<file path="config.mk">
export PLATFORM = sky130hd
export DESIGN_NAME = lavm_ser
export DESIGN_NICKNAME = d
export VERILOG_FILES = /design/src/rtl/lavm_pkg.sv /design/src/rtl/lavm_ser.sv
export VERILOG_INCLUDE_DIRS = /design/src /design/src/rtl
export SDC_FILE = /design/constraint.sdc
export NUM_CORES = 1
export LEC_CHECK = 0
export ABC_AREA = 1
export BUFFER_PORTS_ARGS = -buffer_cell sky130_fd_sc_hd__buf_2
export CORE_AREA = 2 2 219 221
export CTS_CLUSTER_SIZE = 8
export DETAILED_ROUTE_END_ITERATION = 8
export DIE_AREA = 0 0 221 223
export PLACE_DENSITY_LB_ADDON = 0.15
export SETUP_SLACK_MARGIN = 0.02
export SYNTH_ARGS = -nofsm -noshare
export SYNTH_HDL_FRONTEND = slang
export SYNTH_SLANG_ARGS = --single-unit
</file>
<file path="constraint.sdc">
create_clock -name clk -period 12.8 [get_ports clk]
set_clock_uncertainty 0.15 [all_clocks]
set_input_delay 0.64 -clock clk [delete_from_list [all_inputs] [get_ports clk]]
set_output_delay 0.64 -clock clk [all_outputs]
set_load 0.005 [all_outputs]
</file>
<file path="src/rtl/look_at_view_matrix_defines.svh">
// ----------------------------------------------------------------------------
// Look-at view matrix: assertion macros
// Shared assertion wrappers. Define NO_ASSERTIONS to compile them away.
// ----------------------------------------------------------------------------
`ifndef LOOK_AT_VIEW_MATRIX_DEFINES_SVH
`define LOOK_AT_VIEW_MATRIX_DEFINES_SVH
`ifndef NO_ASSERTIONS
`define LAVM_ASSERT_NOW(lbl, ante, cons) \
  lbl: assert property (@(posedge clk) disable iff (rst) (ante) |-> (cons)) \
    else $error("lavm assertion failed");
`define LAVM_ASSERT_NEXT(lbl, ante, cons) \
  lbl: assert property (@(posedge clk) disable iff (rst) (ante) |=> (cons)) \
    else $error("lavm assertion failed");
`else
`define LAVM_ASSERT_NOW(lbl, ante, cons)
`define LAVM_ASSERT_NEXT(lbl, ante, cons)
`endif
`endif

</file>
<file path="src/rtl/lavm_pkg.sv">
// ----------------------------------------------------------------------------
// Look-at view matrix package
// Fixed-point widths, the shared sideband type and rounding and saturation helpers.
// ----------------------------------------------------------------------------
package lavm_pkg;

  localparam int FRAC_BITS = 16;
  localparam int DW  = 32;                 // data word
  localparam int PRE = 29;                 // normalized magnitude sits in [2^PRE, 2^(PRE+1))
  localparam int MB  = PRE + 1;            // normalized magnitude bits
  localparam int VW  = FRAC_BITS + 34;     // signed vector entering a normalize unit
  localparam int SW  = VW + PRE;           // pre-shifted magnitude width
  localparam int NSH = $clog2(SW - PRE);   // binary right-shift steps
  localparam int SQW = 2 * MB;             // square of a normalized magnitude
  localparam int RW  = 2 * MB + 4;         // square root working width
  localparam int NRT = MB + 1;             // square root steps
  localparam int LW  = MB + 1;             // vector length
  localparam int NW  = MB + FRAC_BITS + 1; // dividend and remainder
  localparam int QW  = FRAC_BITS + 1;      // unit component magnitude
  localparam int OW  = FRAC_BITS + 2;      // signed unit component
  localparam int UW  = FRAC_BITS + 3;      // signed true-up component
  localparam int TW  = FRAC_BITS + 36;     // wide dot and cross sums
  localparam int NEL = 16;
  localparam int IW  = $clog2(NEL);

  localparam logic [TW-1:0] HALF_LSB = TW'(1) << (FRAC_BITS - 1);
  localparam logic [TW-1:0] SAT_HI = {{(TW - DW + 1){1'b0}}, {(DW - 1){1'b1}}};
  localparam logic [TW-1:0] SAT_LO = {{(TW - DW + 1){1'b1}}, {(DW - 1){1'b0}}};
  localparam logic [DW-1:0] ONE_FX = DW'(1) << FRAC_BITS;

  typedef struct packed {
    logic [2:0][DW-1:0] eye;
    logic [2:0][DW-1:0] aux;
  } side_t;

  // Drop FRAC_BITS fraction bits, rounding half away from zero.
  function automatic logic [TW-1:0] rnd_frac(input logic [TW-1:0] v);
    logic [TW-1:0] mag;
    mag = v[TW-1] ? (TW'(0) - v) : v;
    mag = (mag + HALF_LSB) >> FRAC_BITS;
    return v[TW-1] ? (TW'(0) - mag) : mag;
  endfunction

  function automatic logic [DW-1:0] sat_word(input logic [TW-1:0] v);
    logic [DW-1:0] r;
    if ($signed(v) > $signed(SAT_HI)) begin
      r = SAT_HI[DW-1:0];
    end else if ($signed(v) < $signed(SAT_LO)) begin
      r = SAT_LO[DW-1:0];
    end else begin
      r = v[DW-1:0];
    end
    return r;
  endfunction

endpackage

</file>
<file path="src/rtl/lavm_ser.sv">
// ----------------------------------------------------------------------------
// Element serializer
// Holds one finished matrix and sends it out one word per handshake.
// ----------------------------------------------------------------------------
`include "look_at_view_matrix_defines.svh"

module lavm_ser import lavm_pkg::*; (
  input  logic                   clk,
  input  logic                   rst,
  input  logic                   in_valid,
  output logic                   in_ready,
  input  logic [NEL-1:0][DW-1:0] mat,
  output logic                   element_valid,
  input  logic                   element_ready,
  output logic [IW-1:0]          element_index,
  output logic signed [DW-1:0]   element_value,
  output logic                   last_element
);

  localparam logic [IW-1:0] LAST_IDX = IW'(NEL - 1);

  logic [NEL-1:0][DW-1:0] hold;
  logic [IW-1:0]          cnt;
  logic                   busy;
  logic                   load;
  logic                   last;

  assign last     = (cnt == LAST_IDX);
  // A new matrix may load in the same cycle the final word leaves.
  assign in_ready = !busy || (element_ready && last);
  assign load     = in_valid && in_ready;

  always_ff @(posedge clk) begin
    if (rst) begin
      busy <= 1'b0;
      cnt  <= '0;
    end else if (load) begin
      busy <= 1'b1;
      cnt  <= '0;
    end else if (busy && element_ready) begin
      if (last) begin
        busy <= 1'b0;
      end else begin
        cnt <= cnt + IW'(1);
      end
    end
  end

  always_ff @(posedge clk) begin
    if (load) begin
      hold <= mat;
    end
  end

  assign element_valid = busy;
  assign element_index = cnt;
  assign element_value = hold[cnt];
  assign last_element  = last;

  `LAVM_ASSERT_NEXT(a_load_first, load, busy && cnt == '0)
  `LAVM_ASSERT_NEXT(a_step, busy && element_ready && !last, busy && cnt == $past(cnt) + IW'(1))
  `LAVM_ASSERT_NEXT(a_drain, busy && element_ready && last && !load, !busy)

endmodule

</file>
* After elaboration in Yosys (flattened, before gate mapping) *
Cells that the tools add are included.

storage, ports and cells
  register bits after elaboration = 517
  input bits = 516

cells by class
  mux-type cells = 5
  magnitude comparators = 1
  bitwise logic cells = 1
  add/subtract/negate cells = 1
  eq/ne operators = 1
  reduce and logical (&&, ||, !) cells = 10

operators with widths
  cell                                                                          number
  32-bit binary-select mux with 4-bit select                                    1
  32-bit 2-to-1 mux                                                             1
  4-bit by 5-bit less-than comparator with 1-bit output, second input constant  1
  4-bit by 1-bit adder with 4-bit output, second input constant                 1
  4-bit equality test, second input constant                                    1
  2-bit AND reduction                                                           2
  2-bit nonzero test                                                            2
  1-bit logical AND                                                             3
  1-bit 2-to-1 mux                                                              3
  2-bit OR reduction                                                            1
  1-bit zero test                                                               1
  1-bit logical OR                                                              1
  1-bit NOT                                                                     1

* Logic depth before layout (Yosys ltp) *
  depth after elaboration = 6
  depth in mapped cells = 10

* Least setup slack after synthesis *
OpenSTA, ideal clock, no wires.

  path type = flip-flop to flip-flop
  start = register cnt[0] (netlist: element_index[0])
  end = register hold[0] in the netlist's numbering (enable)
  data required time = 11.791 ns
  arrival time = 10.889 ns
  path slack = 0.902 ns
  stages on the path, launching flop included = 6
  path through = dfxtp_1 ha_1 nand3_1 o21ai_2 nand2_1 inv_1

between the ends
  word-level cells in the longest chain between the ends = 4

ends and longest elaborated chain
  what                    RTL line        RTL
  from (decl)             lavm_ser.sv:23  logic [IW-1:0] cnt;
  from (signal assigned)  lavm_ser.sv:44  cnt <= cnt + IW'(1);
  4-bit equality test     lavm_ser.sv:28  assign last = (cnt == LAST_IDX);
  1-bit logical AND       lavm_ser.sv:30  assign in_ready = !busy || (element_ready && last);
  1-bit logical OR        lavm_ser.sv:30
  net in_ready            lavm_ser.sv:11  output logic in_ready,
  1-bit logical AND       lavm_ser.sv:31  assign load = in_valid && in_ready;
  net load                lavm_ser.sv:25  logic load;
  to (signal assigned)    lavm_ser.sv:51  hold <= mat;
  to (decl)               lavm_ser.sv:22  logic [NEL-1:0][DW-1:0] hold;

The timed path passes the listed nets, and every way through them passes these cells.
A chain may end at the register's enable or synchronous reset.

* Final worst setup path *
  start = register cnt[0] (netlist: element_index[0])
  end = output port element_value[11]

between the ends
  word-level cells in the longest chain between the ends = 2

ends and longest elaborated chain
  what                                        RTL line        RTL
  32-bit binary-select mux with 4-bit select  lavm_ser.sv:57  assign element_value = hold[cnt];
  32-bit 2-to-1 mux (implied by the code)     lavm_ser.sv:57
  to (decl)                                   lavm_ser.sv:16  output logic signed [DW-1:0] element_value,

No other way between the ends. The select of a mux whose other input is x is not followed.

==> results list <==
* Total via count in the routed design: 16536
- Summed over all layers, the routed wires come to 63.99 mm.
- In this run, the combinational gates consume 7.2% of the power.
- Largest voltage drop on the vdd net: 0.1272 mV
- The layout has 4038 filler cells.
- Met3 global-route usage: 6.019%
* RSZ-0062 raised after global routing: no
- For met2 alone, demand over resource in global routing was 38.69%.
* Clock latency reported for the late side of the worst-skew pair: 0.60 ns
- met2 is the most crowded layer.
- Pin placement for this block handled 555 I/O pins.
- In the global route stage, overall resource usage came out at 25.44%.
* Die Ht: 223 um
- Element type at the critical path start: register
- In this run, post-CTS hold repair placed 0 buffers.
- Worst reg2reg startpoint: element_index[0]$_SDFFE_PP0P_
* Clock tree from TritonCTS: yes
- The clock period could shrink to 4.994 ns.
- The floorplan step defined a die boundary enclosing 49280 sq um.
* Total overflow reported by the global router: 0
- Mean instance size in the synthesized netlist: 10.59 sq um
- In this run the core area contains 80 standard-cell rows.
- At the end of the flow, the number of nets in the layout was 3152.
* Final setup violation count: 0
- After detailed routing, the average wire length per cell comes to 19.37 um.
- Hold_ws: 0.05401 ns
* Upper clock frequency limit: 0.2002 GHz
- Detailed placement ended at an HPWL of 42.64 mm.
- Result of the run: completed
- The startpoint identified for the worst hold timing path is mat[297].
* Power per cell area: 148.5 nW/um^2
- The pre-antenna-repair detailed-routing pass consisted of 6 iterations.
- In this run the static leakage power is 12.68 nW.
- Cell internal power was estimated by the tool at 3.163 mW.
- After clock tree synthesis, the repair step resized 0 gates.
- Once detail routing completed, the nets flagged for antenna violations numbered 0.
- The cell count after synthesis came out at 2097.
- After synthesis, the largest area contributor takes up 69.20% of total cell area.
- Area leader, netlist: edfxtp_1
* Via density per instance: 5.006
- Growth of design area from synthesis to finish: 22.94%
* Switching power share of the total: 21.99%
- At the pin with the least slew margin, the transition time is 1.385 ns.
* DRC violation total after the first TritonRoute iteration: 1505
- The die is 221 um wide.
- Number of unique standard cell types used by synthesis: 18
* Number of buffers inserted by port buffering: 554
- In this run, flip-flops and latches consume 49.9% of the power.
- Measured against its own limit, the worst slew margin works out to 7.663%.
* First-pass GRT wire length: 93.63 mm
- Arrival time at the worst endpoint: 4.20 ns
* Worst Hold Depth: 1
* Min-Delay Endpoint: hold[297]$_DFFE_PP_
- Proportion of layout cells with a drive suffix above 1: 24.84%
- Hold Violations, Final: 0
- The number of setup buffers added after CTS is 0.
- For this run, the number of Yosys warnings is 0.
* CTS H-tree lvls: 3
- Counting cells, the worst reg-to-reg path comes to 7.
* Share of total power in the clock network: 43.0%
- Final Core Density: 57.94%
* MaxCap Viol Count: 0
- Net switching power: 0.8919 mW
- The min-delay analysis places its worst path in the category primary input to register.
- The max-slew violation count came to 0.
* Starting Density: 47.12%
- The endpoint identified for the worst register-to-register timing path is hold[198]$_DFFE_PP_.
- Of all nets on the critical path, the largest fanout is 125.
* Critical Path Sink Type: output pin
* Commonest non-fill, non-tap cell in the layout: nand2_1
- The initial antenna violation count came to 37.
* Number of buffers on the longest clock path: 3
- Routability-driven placement congestion ratio: 0.8617
- Entering global routing, the biggest net connects 204 pins.
* Post-Syn Nets: 2614
* Post-route DRC violation count: 0
- Number of sinks handled by clock tree synthesis: 517
- In this run the standard cell core region covers 47150 sq um.
- Setup slack on the worst reg-to-reg path comes out at 7.93 ns.
* Fraction of the cycle the final worst path needs: 39.02%
- Largest cells by area after synthesis: edfxtp_1 69%, nand2_1 12%, nand3_1 8.7%
- At the worst endpoint, the required time is 12.01 ns.
- The number of global-route vias before repair was 15930.
- Critical path start-end classification: register to output pin
* Area of the mapped netlist: 22220 sq um
- Global routing met1 resource utilization: 34.69%
* Clock transition at the registers of the reported paths: 0.05 ns
- Clock buffers created by TritonCTS: 74
- Summed over all failing endpoints, the final setup total negative slack is 0 ns.
- Most used cells in the layout excluding fill and tap cells: 682 x nand2_1, 554 x buf_2, 512 x edfxtp_1
- The tree is rooted in a clkbuf_16.
* Register bit count reported by yosys: 517
- The share of the Yosys chip area taken by registers is 69.66%.
worst max-delay path, stage by stage, from the launching register on:
cell and delay [ns]:
dfxtp_4 0.50, inv_8 0.58, buf_4 0.66, buf_4 0.73, nand2_1 0.12, nand2_1 0.09
nand2_1 0.05, nand3_1 0.08, nand3_1 0.28, nand2_1 0.19, buf_2 0.14
registers in the layout, summed over array words and instances (netlist names):
| signal | cells |
|---|---|
| hold | 512 |
| element_valid | 1 |
| element_index | 4 |
cell usage after synthesis:
| master | number |
|---|---|
| buf_8 | 1 |
| inv_1 | 391 |
| nand2_1 | 682 |
| inv_4 | 1 |
| ha_1 | 1 |
| clkbuf_1 | 8 |
| nand3_1 | 388 |
| nor2_1 | 2 |
| buf_1 | 10 |
| inv_2 | 1 |
| a21oi_1 | 4 |
| edfxtp_1 | 512 |
| o21ai_0 | 2 |
| buf_4 | 7 |
| dfxtp_1 | 5 |
| buf_2 | 55 |
| o21ai_2 | 1 |
| buf_6 | 26 |
layer usage:
layer	vias up	routed length, um
li1	7861	-
met1	7801	26670
met2	737	29920
met3	131	5273
met4	6	2080
met5	-	41
power groups by stage:
stage	Combinational [mW]	Sequential [mW]	Clock, mW
final	0.290	2.02	1.74
after global placement	0.283	2.05	0
after detailed placement	0.289	2.05	0
after CTS	0.291	2.02	1.77
after floorplan	0.152	2.10	0
after global routing	0.324	2.03	1.83
through the flow:
step / instance area, sq um / instances / power [mW] / setup WS (ns)
2_1_floorplan: 22220 / 2097 / 2.247 / 0.9024
3_3_place_gp: 25210 / 3174 / 2.335 / 8.040
3_5_place_dp: 25210 / 3174 / 2.343 / 7.915
4_1_cts: 27230 / 3268 / 4.085 / 7.865
5_1_grt: 27300 / 3298 / 4.186 / 7.524
6_report: 27310 / 3303 / 4.055 / 7.806
worst max-delay path by stage:
| stage | slack (ns) | endpoint | from | cells after the start |
|---|---|---|---|---|
| after global placement | 8.04 | hold[230]$_DFFE_PP_ | element_index[0]$_SDFFE_PP0P_ | 7 |
| after floorplan | 0.90 | hold[0]$_DFFE_PP_ | element_index[0]$_SDFFE_PP0P_ | 5 |
| final | 7.81 | element_value[11] | element_index[0]$_SDFFE_PP0P_ | 10 |
| after detailed placement | 7.91 | hold[196]$_DFFE_PP_ | element_index[0]$_SDFFE_PP0P_ | 7 |
| after global routing | 7.52 | hold[200]$_DFFE_PP_ | element_index[0]$_SDFFE_PP0P_ | 7 |
| after CTS | 7.87 | element_value[11] | element_index[0]$_SDFFE_PP0P_ | 10 |
cells by family (layout without fill, tap and decap cells):
group                      Yosys count  in the layout  synth area share [%]
and+or+nand+nor                   1072           1072                 20.30
DFF                                517            517                 69.66
buffers and inverters              500           1056                 9.816
AOI/OAI and AO/OA                    7              7                0.1746
adders and majority gates            1              1               0.05631
other                                0             35                     0
cell type report:
| class | instances | area, sq um | area share [%] |
|---|---|---|---|
| Antenna cell | 35 | 87.58 | 0.3207 |
| Clock buffer | 88 | 1947 | 7.128 |
| Clock inverter | 6 | 70.07 | 0.2565 |
| Inverter | 393 | 1494 | 5.470 |
| Multi-Input combinational cell | 1080 | 4561 | 16.70 |
| Sequential cell | 517 | 15490 | 56.70 |
| Tap cell | 615 | 769.5 | 2.817 |
| Timing Repair Buffer | 569 | 2898 | 10.61 |
Power figures use the tool's default switching activity.
